--- src/lvn_pkg.sv ---
// Shared constants, codes and types for the lattice value noise pipeline.
// No dependencies; every other source file except lvn_ram imports this package.
package lvn_pkg;

  localparam int COORD_W   = 32;
  localparam int FRAC_BITS = 16;
  localparam int IDX_W     = 8;
  localparam int ENTRIES   = 256;
  localparam int VAL_W     = 16;
  localparam int CMD_W     = 3;

  localparam logic [CMD_W-1:0] CMD_EVAL   = 3'd0;
  localparam logic [CMD_W-1:0] CMD_PERM_X = 3'd1;
  localparam logic [CMD_W-1:0] CMD_PERM_Y = 3'd2;
  localparam logic [CMD_W-1:0] CMD_PERM_Z = 3'd3;
  localparam logic [CMD_W-1:0] CMD_VALUE  = 3'd4;

  typedef logic [IDX_W-1:0]     idx_t;
  typedef logic [FRAC_BITS-1:0] frac_t;
  typedef logic [VAL_W-1:0]     val_t;

  typedef struct packed {
    logic [2:0] perm_we;
    idx_t       perm_addr;
    idx_t       perm_data;
    logic       val_we;
    idx_t       val_addr;
    val_t       val_data;
  } tbl_wr_t;

endpackage

--- src/lvn_ease.sv ---
// Two-stage smoothstep s = f*f*(3-2f) for the three axes.
// Depends on lvn_pkg.
module lvn_ease (
  input  logic          clk,
  input  logic          en,
  input  lvn_pkg::frac_t f_in [3],
  output lvn_pkg::frac_t s_out [3]
);
  import lvn_pkg::*;

  localparam logic [FRAC_BITS+1:0] THREE_ONE = (FRAC_BITS+2)'(3) << FRAC_BITS;

  frac_t                      f_r   [3];
  frac_t                      t_r   [3];
  frac_t                      t_nxt [3];
  frac_t                      s_r   [3];
  frac_t                      s_nxt [3];
  logic [2*FRAC_BITS-1:0]     sq    [3];
  logic [FRAC_BITS+1:0]       k     [3];
  logic [2*FRAC_BITS+1:0]     prod  [3];

  always_comb begin
    for (int i = 0; i < 3; i++) begin
      sq[i]    = (2*FRAC_BITS)'(f_in[i]) * (2*FRAC_BITS)'(f_in[i]);
      t_nxt[i] = sq[i][2*FRAC_BITS-1:FRAC_BITS];
      k[i]     = THREE_ONE - {1'b0, f_r[i], 1'b0};
      prod[i]  = (2*FRAC_BITS+2)'(t_r[i]) * (2*FRAC_BITS+2)'(k[i]);
      s_nxt[i] = prod[i][2*FRAC_BITS-1:FRAC_BITS];
    end
  end

  always_ff @(posedge clk) begin
    if (en) begin
      f_r <= f_in;
      t_r <= t_nxt;
      s_r <= s_nxt;
    end
  end

  assign s_out = s_r;

endmodule

--- config.mk ---
export PLATFORM = sky130hd
export DESIGN_NAME = lvn_ease
export DESIGN_NICKNAME = d
export VERILOG_FILES = /design/src/lvn_pkg.sv /design/src/lvn_ease.sv
export SDC_FILE = /design/constraint.sdc
export NUM_CORES = 2
export LEC_CHECK = 0
export ABC_AREA = 0
export BUFFER_PORTS_ARGS = -buffer_cell sky130_fd_sc_hd__buf_2
export CAP_MARGIN = 30
export CELL_PAD_IN_SITES_DETAIL_PLACEMENT = 1
export CELL_PAD_IN_SITES_GLOBAL_PLACEMENT = 1
export CORE_UTILIZATION = 53
export DETAILED_ROUTE_END_ITERATION = 7
export PLACE_DENSITY = 0.95
export SETUP_SLACK_MARGIN = 0.15
export SYNTH_ARGS = -nofsm -noshare
export SYNTH_HDL_FRONTEND = slang
export SYNTH_SLANG_ARGS = --single-unit
--- constraint.sdc ---
create_clock -name clk -period 8.9 [get_ports clk]
set_input_delay 1.78 -clock clk [delete_from_list [all_inputs] [get_ports clk]]
set_output_delay 1.78 -clock clk [all_outputs]
set_load 0.02 [all_outputs]
==> results.ini <==
[sta]
rsz0062_at_grt = yes
slew_viol_final = 0
layout_setup_ws_ns = -2.45
fin_crit_sh = 1.28
setup_viol = 17
finalSetupTns_ns = -12.92
finalHoldViolCount = 0
worst-slew-pin-transition_ns = 1.47
worst_hold_slack_ns = 1.18
fmax_ghz = 0.0881
fin_crit_ns = 11.35
max_slew_margin = 0.0125
clock_skew_ns = 0.0191

[min_path]
hold_path_class = flop to flop
whs_path_depth = 3

[synth]
postSynthNetCount = 7033
avgSynthCellArea_um2 = 9.46
yosysWarnings = 0
synth_edf_count = 144
synthTopCellsByArea = fa_1, ha_1, inv_1
yosysTopAreaCell = fa_1
synth_compound_area_frac = 0.0331
synth_top_family_by_area = adder cells
synthMuxAreaShare = 0.000874
synthArstFlopShare = 0
synth_top_area_share = 0.443
synthXorXnorAreaFrac = 0.0293
synth_simple_gate_area_frac = 0.145
synth_cell_type_count = 71
ys.flop_type = edfxtp_1
synthCells = 5301
synth_seq_cells = 144
synthAdderAreaFrac = 0.586
synth_area_um2 = 50100
synth-seq-area-share = 0.0863

[setup_path]
reg2reg_from = f_r[0]
crit_path_end_kind = flop
crit_arrival_ns = 11.46
crit_buf_inv = 6
crit_path_cell_trace = buf_2 > nand2_1 > fa_1 > inv_1 > fa_1 > inv_1 > fa_1 > inv_1 > fa_1 > inv_1 > fa_1 > fa_1 > inv_1 > ha_1 > a221oi_1 > nand2_1 > a21oi_1 > o31ai_1 > o21ai_2 > o21ai_0 > a31oi_1 > xnor2_1
cp_common_cell = fa_1
worstReg2RegEnd = s_out[8]
crit_type = input pin to flop
cp_slowest_cell = a31oi_1
crit_path_end = t_r[26]
reg2reg_slack_ns = 0.04
reg2reg_depth = 25
crit_required_ns = 9.01
cpLargestDelayFamily = adder cells
start_kind = input pin
cp_num_cells = 22
critPathMaxFanout = 16
critPathLaunch = f_in[29]
cpPeakStageDelay_ns = 1.26

[layout]
fin_nets = 7051
final_cell_mix = inv_1, fa_1, nand2_1, ha_1, and2_1
area_growth_pct = 5.24
final_common_cell = inv_1
drive_gt1_frac = 0.0435
post-route-cell-area_um2 = 52800

[route]
postRouteAntennaNets = 0
drt_iter0_drc = 4909
wire_per_inst_um = 31.9
avgViaCountPerCell = 6.42
first_pass_iters = 8
route.detailed.drc = 27
num_vias = 42300
routed_wl_um = 210000

[clock_tree]
clk_latency_ns = 0.54
hold_buffers = 0
numCtsBuffers = 17
clock_path_buffers = 2
cts_root_buf = clkbuf_16
htree_levels = 4
cts_tree = done
path_clk_slew_ns = 0.08
cts.sinks = 144

[grt]
grt_max_degree = 101
antenna_found_initial = 20
overflow = 0
first_global_vias = 48600
grt_use_total = 0.402
grt_pass1_wl_um = 286000

[floorplan]
die_w_um = 310
core_region_area_um2 = 93500
ios = 98
die_h_um = 310
dieArea_um2 = 95800
floorplan.initialDensity = 0.536
row_count = 112

[status]
status = complete, but fails checks
violations = design-rule violations, negative setup slack

[placed_design]
post_dp_cell_area_um2 = 52000
dp_hpwl_um = 137000
globalplace.congestion = 0.875
portBuffers = 97

[flow_run]
maxCapViolCount = 0

## area by class of cell
class                   count  area [um^2]
fillers                 10400        40700
multi-input cells        3556        39900
inverters                1442         5410
flip-flops and latches    144         4320
well taps                1254         1570
repair buffers            158          975
clock buffers              19          433
clock inverters            13          129
diodes                      7         17.5
## state kept, by name, indices dropped and copies added, names as in the netlist
signal and flops:
s_out 48, f_r 48, t_r 48
## worst min-delay path by stage
stage / startpoint / to / slack (ns)
global route: t_r[15] / s_out[15] / 1.22
finish: t_r[15] / s_out[15] / 1.18
floorplan: t_r[15] / s_out[15] / 0.81
detailed placement: t_r[15] / s_out[15] / 1.11
CTS: t_r[15] / s_out[15] / 1.14
global placement: t_r[15] / s_out[15] / 1.07
## per-layer routing
layer  GRT usage  vias to the layer above  share of wire
li1            -                    15600              -
met1       0.411                    20800           0.30
met2       0.687                     3980           0.46
met3       0.110                     1901           0.13
met4       0.336                       24           0.12
met5           0                        -        0.00069
## worst reg2reg max path, cell delays in order (launching register included)
cell and delay (ns):
edfxtp_1 0.83, inv_1 0.15, ha_1 0.32, nand3_1 0.19, xor2_1 0.47, buf_4 0.31
nand2_1 0.10, fa_1 0.49, fa_1 0.52, fa_1 0.54, inv_1 0.19, fa_1 0.74
fa_1 0.60, inv_1 0.08, fa_1 0.49, inv_1 0.06, ha_1 0.36, nand4_1 0.16
nor2_1 0.21, nand2_1 0.15, a31oi_1 0.31, buf_4 0.19, o211ai_1 0.16, nand3b_1 0.23
a21oi_1 0.15, xnor2_1 0.59
## repair_timing
| action | 4_1_cts | 5_1_grt |
|---|---|---|
| setup endpoints to repair | 1 | 18 |
| pin swaps | 0 | 1 |
| gates resized for setup | 1 | 15 |
| buffers inserted | 0 | 1 |
## cells in the mapped netlist, types with 12 or more instances
cell type / instances
nand2b_1: 21
nor2b_1: 16
nand3_1: 20
o21ai_0: 40
inv_1: 1442
or3_1: 15
edfxtp_1: 144
nor2_1: 123
o21a_1: 20
clkbuf_1: 156
xor2_1: 51
xnor2_1: 111
a21oi_1: 61
or2_2: 12
fa_1: 1110
nor3_1: 36
and3_1: 15
a21o_1: 31
and2_1: 533
nand2_1: 631
ha_1: 572
## kinds of logic after synthesis
family / after synthesis
xor gates and xnor gates: 165
adders and majority gates: 1682
AOI/OAI and AO/OA: 243
and+or+nand+nor: 1462
DFF: 144
buffers and inverters: 1601
muxes: 4
## metrics by stage
stage	worst slack [ns]	std cells	util
6_report	-2.45	6593	0.564
5_1_grt	-2.26	6587	0.564
4_1_cts	0.154	6582	0.563
3_5_place_dp	-0.0110	6550	0.557
3_3_place_gp	0.606	6550	0.557
2_1_floorplan	0.920	5301	-
Power is left out: the tool's default activity adds up to more than one toggle a clock period on the data nets, which glitch-free logic cannot reach.
